<file path="config.mk">
export PLATFORM = sky130hd
export DESIGN_NAME = esm_queue
export DESIGN_NICKNAME = d
export VERILOG_FILES = /design/src/hw/rtl/assert_macros.svh /design/src/hw/rtl/esm_pkg.sv /design/src/hw/rtl/esm_queue.sv
export SDC_FILE = /design/constraint.sdc
export NUM_CORES = 1
export LEC_CHECK = 0
export BUFFER_PORTS_ARGS = -buffer_cell sky130_fd_sc_hd__buf_2
export CAP_MARGIN = 20
export CORE_MARGIN = 4
export CORE_UTILIZATION = 56
export CTS_CLUSTER_DIAMETER = 80
export DETAILED_ROUTE_END_ITERATION = 8
export GPL_TIMING_DRIVEN = 0
export PLACE_DENSITY = 0.84
export SYNTH_ARGS = -nofsm -noshare
export SYNTH_HDL_FRONTEND = slang
export SYNTH_SLANG_ARGS = --single-unit
</file>
<file path="constraint.sdc">
create_clock -name clk -period 7.3 [get_ports clk]
set_input_delay 1.46 -clock clk [delete_from_list [all_inputs] [get_ports clk]]
set_output_delay 1.46 -clock clk [all_outputs]
set_load 0.02 [all_outputs]
</file>
<file path="src/hw/rtl/assert_macros.svh">
// Assertion macros for the encoder speed measure unit.
// Used by the top level; clock and reset are clk and arst_n.
`ifndef ASSERT_MACROS_SVH
`define ASSERT_MACROS_SVH
`ifndef SYNTH
`define ASSERT_IMPLY(label, a, b) \
	label: assert property (@(posedge clk) disable iff (!arst_n) (a) |-> (b)) \
	else $error("assertion failed");
`define ASSERT_NEXT(label, a, b) \
	label: assert property (@(posedge clk) disable iff (!arst_n) (a) |=> (b)) \
	else $error("assertion failed");
`else
`define ASSERT_IMPLY(label, a, b)
`define ASSERT_NEXT(label, a, b)
`endif
`endif

</file>
<file path="src/hw/rtl/esm_pkg.sv">
// Shared types, constants and helpers of the encoder speed measure unit.
// No dependencies.
package esm_pkg;
	localparam int TIME_WIDTH_DEF = 32;
	localparam int DIV_W = 64;
	localparam int QUEUE_DEPTH = 2;
	localparam logic [27:0] SCALE_Q8 = 28'd256000000;
	localparam logic [31:0] WINDOW_RESET = 32'd20000;

	localparam logic [2:0] MODE_EDGE = 3'd0;
	localparam logic [2:0] MODE_QUERY = 3'd1;
	localparam logic [2:0] MODE_IDLE = 3'd2;
	localparam logic [2:0] MODE_CLR_DIST = 3'd3;
	localparam logic [2:0] MODE_CLR_DISP = 3'd4;

	localparam logic REG_WINDOW = 1'b0;
	localparam logic REG_IDLE = 1'b1;

	typedef enum logic [2:0] {
		OP_EDGE, OP_QUERY, OP_IDLE, OP_CLR_DIST, OP_CLR_DISP, OP_NOP
	} op_t;

	typedef struct packed {
		op_t op;
		logic [31:0] now;
		logic rev;
	} cmd_t;

	typedef struct packed {
		logic start;
		logic [DIV_W-1:0] dividend;
		logic [DIV_W-1:0] divisor;
	} div_req_t;

	typedef struct packed {
		logic wait_div;
		logic pop;
	} back_stat_t;

	typedef enum logic [2:0] {
		ST_IDLE, ST_MUL, ST_DIV_GO, ST_DIV_WAIT, ST_OUT
	} st_t;

	function automatic logic [31:0] sat32(input logic signed [65:0] v);
		logic [31:0] r;
		if (v > 66'sd2147483647) r = 32'h7FFF_FFFF;
		else if (v < -66'sd2147483648) r = 32'h8000_0000;
		else r = v[31:0];
		return r;
	endfunction
endpackage

</file>
<file path="src/hw/rtl/esm_queue.sv">
// Short command queue between front and back.
// Depends on esm_pkg.
module esm_queue (
	input  logic           clk,
	input  logic           arst_n,
	input  logic           push,
	input  esm_pkg::cmd_t  push_cmd,
	input  logic           pop,
	output esm_pkg::cmd_t  head,
	output logic           empty,
	output logic           full
);
	import esm_pkg::*;

	localparam int PW = $clog2(QUEUE_DEPTH);

	cmd_t mem_q [QUEUE_DEPTH];
	logic [PW-1:0] wp_q, rp_q;
	logic [PW:0] cnt_q;

	assign empty = (cnt_q == '0);
	assign full = (cnt_q == (PW+1)'(QUEUE_DEPTH));
	assign head = mem_q[rp_q];

	always_ff @(posedge clk) begin
		if (push) mem_q[wp_q] <= push_cmd;
	end

	always_ff @(posedge clk or negedge arst_n) begin
		if (!arst_n) begin
			wp_q <= '0;
			rp_q <= '0;
			cnt_q <= '0;
		end else begin
			if (push) wp_q <= wp_q + 1'b1;
			if (pop) rp_q <= rp_q + 1'b1;
			if (push && !pop) cnt_q <= cnt_q + 1'b1;
			else if (pop && !push) cnt_q <= cnt_q - 1'b1;
		end
	end
endmodule

</file>
==> results.ini, run 1 <==
[global_route]
grt_usage=0.151
grt_pass1_vias=1464
grt_pass1_wl_um=6960
antenna_found_initial=0
grt_max_degree=37
grt_remaining_overflow=0

[clock_network]
h-tree-depth=3
clkLatencyLatePin_ns=0.33
postCtsHoldBufs=0
ctsResizeCount=0
cts_setup_buffers=0
cts_tree=built
cts-root-buf=clkbuf_8
numCtsBuffers=9
cts.sinks=76
cts.clk_slew.worst_paths_ns=0.08
clk_path_buf_depth=2

[critical_path]
crit_arrival_ns=1.47
critPathTopFamily=buffers and inverters
crit_path_start_kind=flop
required_ns=5.84
cpPeakStageDelay_ns=0.37
rrSetupSlack_ns=5.74
crit_path_top_delay_cell=dfrtp_1
crit_chain=buf_6, buf_12, mux2_4, buf_2
end_kind=output pin
worstPathBufferInverterCount=3
worstSetupPathType=flop to output pin
cp_max_fo=10

[sta]
fin_skew_ns=0.00736
finalCritPeriodShare=0.401
fmax_mhz=341
setup_slack_ns=4.37
setup-tns-final_ns=0
final.min_clock_period_ns=2.93
setup-violations-final=0
maxSlewViolCount=0
worstMarginPinSlew_ns=0.866
whs_ns=0.514
max-slew-margin-rel=0.423
rsz0062_at_grt=false
hold_viol=0

[synth]
synth-edff-count=72
yosysUniqueCellTypes=13
synthCells=128
syn_area_sq_um=2930
seq_area_frac_synth=0.771
synthFlopType=edfxtp_1
async_reset_ff_frac=0.0526
synth-seq-cells=76
syn_nets=169
postSynthAreaPerCell_sq_um=22.9
yosys_warnings=0

[floorplanning]
start_util=0.574
design.core.area_sq_um=5110
dieArea_sq_um=6460
die_h_um=80.4
die_x_um=80.4
row_count=26
io_pins=78

[layout]
area_growth_syn_to_layout_pct=24.4
final_core_util=0.715
diodes=0
fill_cells=339
layout_commonest_cell=buf_2
drive_above_1_share=0.608
nets=258
final_cell_mix=77 x buf_2, 72 x edfxtp_1, 29 x mux2_4, 9 x clkbuf_8, 7 x mux2_2

[job]
maxCapViolations=0

[power]
p_per_area_nw_per_um2=404
p_leak_nw=1.50
peakVddDrop_mv=0.241

[detailed_routing]
route.detailed.drc=0
vias=1421
drt_pass1_iterations=4
route.detailed.wl_per_inst_um=15.5
vias_per_cell=4.87
drt_iter0_drc=51
antenna_left=0
routed_wl_um=4530

[placed_design]
dpl.hpwl_um=3080
place_congestion=0.631
portBuffers=77
dpl_worst_slack_ns=4.56

[worst_hold_path]
hold_path_class=flop to flop

[run_status]
outcome=completed

## power breakdown
part	leakage, nW	switching (mW)	internal, mW	total [mW]
clock network	0.111	0.141	0.191	0.332
logic	0.664	0.282	0.253	0.535
registers	0.722	0.0286	0.581	0.609
total	1.50	0.452	1.02	1.48
## cell type report
cell class,instances,area (sq um),share of cell area
buffer,4,71.3,0.0195
clock buffer,9,124,0.0339
clock inverter,7,91.3,0.0250
inverter,1,3.75,0.00103
multi-input combinational,47,606,0.166
sequential,76,2260,0.620
tap,70,87.6,0.0240
timing repair buffer,78,405,0.111
## kinds of logic (layout without fill, tap and decap cells)
logic type	Yosys count	count (layout)	synth area share
buffers and inverters	5	99	0.0256
adders and majority gates	1	1	0.00426
DFF	76	76	0.771
xor gates and xnor gates	5	5	0.0149
and+or+nand+nor	5	5	0.00896
muxes	36	36	0.175
## Yosys cell counts, types with 2 or more instances
cell type | number | area [sq um]
edfxtp_1 | 72 | 2160
mux2_4 | 29 | 435
mux2_2 | 7 | 78.8
dfrtp_1 | 4 | 100
xor2_1 | 4 | 35.0
buf_12 | 3 | 60.1
nor2_1 | 2 | 7.51
nor2b_1 | 2 | 12.5
## path summary, 6_finish.rpt
| kind | start | to | depth (start not counted) |
|---|---|---|---|
| max in group asynchronous | arst_n | rp_q$_DFFE_PN0P_ | 1 |
| worst max register to register | wp_q$_DFFE_PN0P_ | mem_q[1][24]$_DFFE_PP_ | 1 |
| worst max-delay path | rp_q$_DFFE_PN0P_ | head[13] | 4 |
| worst min-delay path | cnt_q[1]$_DFFE_PN0P_ | cnt_q[1]$_DFFE_PN0P_ | 1 |
| worst min register to register | cnt_q[1]$_DFFE_PN0P_ | cnt_q[1]$_DFFE_PN0P_ | 1 |
| min in group asynchronous | arst_n | cnt_q[1]$_DFFE_PN0P_ | 1 |
## stage by stage
step | power [mW] | instance area, sq um | std cells
2_1_floorplan | 1.02 | 2930 | 128
3_3_place_gp | 1.15 | 3410 | 275
3_5_place_dp | 1.16 | 3440 | 276
4_1_cts | 1.49 | 3650 | 292
5_1_grt | 1.55 | 3650 | 292
6_report | 1.48 | 3650 | 292
## per-layer routing
metal | share of wire | track usage
met1 | 0.38 | 0.166
met5 | 0 | 0
met3 | 0.055 | 0.0370
met2 | 0.55 | 0.272
met4 | 0.015 | 0.0709
## registers in the layout, indices dropped and copies added, names as in the netlist
signal,count
rp_q,1
wp_q,1
cnt_q,2
mem_q,72
Power figures use the tool's default switching activity.
==> run 2: changes to the inputs <==
- CORE_UTILIZATION: 56 -> 52
- PLACE_DENSITY: 0.84 -> 0.79
- clock period: 7.3 -> 2.8 ns (I/O delays scaled with it)
==> results.ini, run 2 (synthesized netlist as in run 1, its figures left out) <==
[layout]
top_register=mem_q  ; unchanged
fin_cells=294  ; was 292
largest_register_ffs=72  ; unchanged
diodes=0  ; unchanged
drive_above_1_share=0.599  ; was 0.608
final_cell_mix=77 x buf_2, 72 x edfxtp_1, 29 x mux2_4, 11 x clkbuf_8, 7 x mux2_2  ; was 77 x buf_2, 72 x edfxtp_1, 29 x mux2_4, 9 x clkbuf_8, 7 x mux2_2
reg.largest.list=mem_q: 72 flops, cnt_q: 2 flops  ; unchanged
layout_commonest_cell=buf_2  ; unchanged
area_growth_syn_to_layout_pct=24.2  ; was 24.4%
nets=258  ; unchanged
fill_cells=419  ; was 339

[detailed_routing]
drt_pass1_iterations=4  ; unchanged
antenna_left=0  ; unchanged
routed_wl_um=4520  ; was 4530 um
route.detailed.wl_per_inst_um=15.4  ; was 15.5 um
route.detailed.drc=0  ; unchanged
vias=1429  ; was 1,421
vias_per_cell=4.86  ; was 4.87
drt_iter0_drc=36  ; was 51

[clock_network]
cts_setup_buffers=0  ; unchanged
cts.clk_slew.worst_paths_ns=0.07  ; was 0.08 ns
clkLatencyLatePin_ns=0.33  ; about the same
cts_tree=built  ; unchanged
cts.sinks=76  ; unchanged
ctsResizeCount=0  ; unchanged
clk_path_buf_depth=2  ; unchanged
cts-root-buf=clkbuf_8  ; unchanged
numCtsBuffers=9  ; unchanged
h-tree-depth=3  ; unchanged
postCtsHoldBufs=0  ; unchanged

[sta]
hold_viol=0  ; unchanged
fmax_mhz=492
whs_ns=0.0288  ; was 0.514 ns
max-slew-margin-rel=0.425  ; was 0.423
fin_skew_ns=0.00575  ; was 0.00736 ns
maxSlewViolCount=0  ; unchanged
setup-violations-final=0  ; unchanged
worstMarginPinSlew_ns=0.863  ; was 0.866 ns
finalCritPeriodShare=0.726
final.min_clock_period_ns=2.03
rsz0062_at_grt=false  ; unchanged

[critical_path]
worstReg2RegEnd=mem_q[1][17]$_DFFE_PP_  ; was mem_q[1][24]$_DFFE_PP_
cp_max_fo=10  ; unchanged
required_ns=2.24  ; was 5.84 ns
rr_worst_depth=1  ; unchanged
worstSetupPathType=flop to output pin  ; unchanged
crit_arrival_ns=1.47  ; about the same
critPathLaunch=rp_q$_DFFE_PN0P_  ; unchanged
reg2reg_from=wp_q$_DFFE_PN0P_  ; unchanged
rrSetupSlack_ns=1.24  ; was 5.74 ns
end_kind=output pin  ; unchanged
crit_path_start_kind=flop  ; unchanged

[global_route]
grt_max_degree=37  ; unchanged
grt_pass1_wl_um=7300  ; was 6960 um
antenna_found_initial=0  ; unchanged
grt_remaining_overflow=0  ; unchanged
grt_usage=0.137  ; was 0.151
grt_pass1_vias=1526  ; was 1,464

[power]
finalPower_mw=3.80  ; was 1.48 mW
p_int_mw=2.64  ; was 1.02 mW
combPwrFrac=0.371  ; was 0.362
p_switching_mw=1.16  ; was 452 uW
p_per_area_nw_per_um2=1040  ; was 404 nW/um^2
peakVddDrop_mv=0.687  ; was 0.241 mV
p_leak_nw=1.49  ; was 1.50 nW
power_frac_clock=0.210  ; was 0.225
sw_frac_of_total=0.304  ; was 0.306
power_frac_seq=0.419  ; was 0.413

[floorplanning]
design.core.area_sq_um=5470  ; was 5110 sq um
row_count=27  ; was 26
die_x_um=83.1  ; was 80.4 um
die_h_um=83.1  ; was 80.4 um
dieArea_sq_um=6910  ; was 6460 sq um
io_pins=78  ; unchanged
start_util=0.536  ; was 0.574

[run_status]
outcome=completed  ; unchanged

[placed_design]
dpl.hpwl_um=3110  ; was 3080 um
portBuffers=77  ; unchanged
place_congestion=0.660  ; was 0.631
dpl.cell_count=278  ; was 276

[worst_hold_path]
hold_path_class=primary input to async pin  ; was flop to flop

[job]
maxCapViolations=0  ; unchanged

run 2: changes by cell type in the layout (fill, tap and decap cells not counted):
| cell | delta |
|---|---|
| clkbuf_1 | +3 |
| clkinv_2 | -1 |
| buf_12 | -1 |
| buf_16 | +1 |
| clkbuf_8 | +2 |
| bufinv_16 | -1 |
| clkinv_4 | -2 |
| clkinv_1 | -1 |
run 2: worst max-delay path by stage:
stage | end | slack, ns | depth (start not counted)
2_1_floorplan | mem_q[0][0]$_DFFE_PP_ | 0.19 | 1
3_3_place_gp | mem_q[0][4]$_DFFE_PP_ | -0.78 | 2
3_5_place_dp | mem_q[1][5]$_DFFE_PP_ | 0.95 | 2
4_1_cts | head[18] | 0.74 | 4
5_1_grt | head[18] | 0.71 | 4
6_report | head[31] | 0.77 | 4
run 2: final cells by class:
| cell class | count | area [sq um] | share of cell area |
|---|---|---|---|
| timing repair buffer | 78 | 413 | 0.113 |
| buffer | 4 | 71.3 | 0.0196 |
| inverter | 1 | 3.75 | 0.00103 |
| sequential | 76 | 2260 | 0.621 |
| clock inverter | 2 | 35.0 | 0.00962 |
| tap | 72 | 90.1 | 0.0247 |
| clock buffer | 14 | 163 | 0.0446 |
| multi-input combinational | 47 | 606 | 0.166 |
run 2: layer usage:
layer	up-vias	track usage	wire, um
met5	-	0	0
met2	56	0.229	2290
met4	0	0.0579	69
met3	10	0.0496	346
met1	686	0.161	1810
li1	677	-	-
run 2: stage by stage:
| stage | utilization | instance area, sq um | setup WS [ns] | TNS [ns] |
|---|---|---|---|---|
| 6_report | 0.666 | 3640 | 0.766 | 0 |
| 5_1_grt | 0.666 | 3640 | 0.706 | 0 |
| 4_1_cts | 0.666 | 3640 | 0.741 | 0 |
| 3_5_place_dp | 0.630 | 3450 | 0.948 | 0 |
| 3_3_place_gp | 0.623 | 3410 | -0.782 | -28.09 |
| 2_1_floorplan | - | 2930 | 0.188 | 0 |
run 2: power groups by stage:
stage | logic, mW | registers, mW | clock network (mW)
after floorplan | 1.05 | 1.60 | 0
after global placement | 1.39 | 1.61 | 0
after detailed placement | 1.43 | 1.62 | 0
after CTS | 1.44 | 1.59 | 0.823
after global routing | 1.50 | 1.61 | 0.883
final | 1.41 | 1.59 | 0.797
run 2: worst max-delay path, stage by stage, from the launching register on:
cell and delay (ns):
dfrtp_1 0.37, buf_6 0.16, buf_12 0.16, mux2_4 0.30
buf_2 0.16
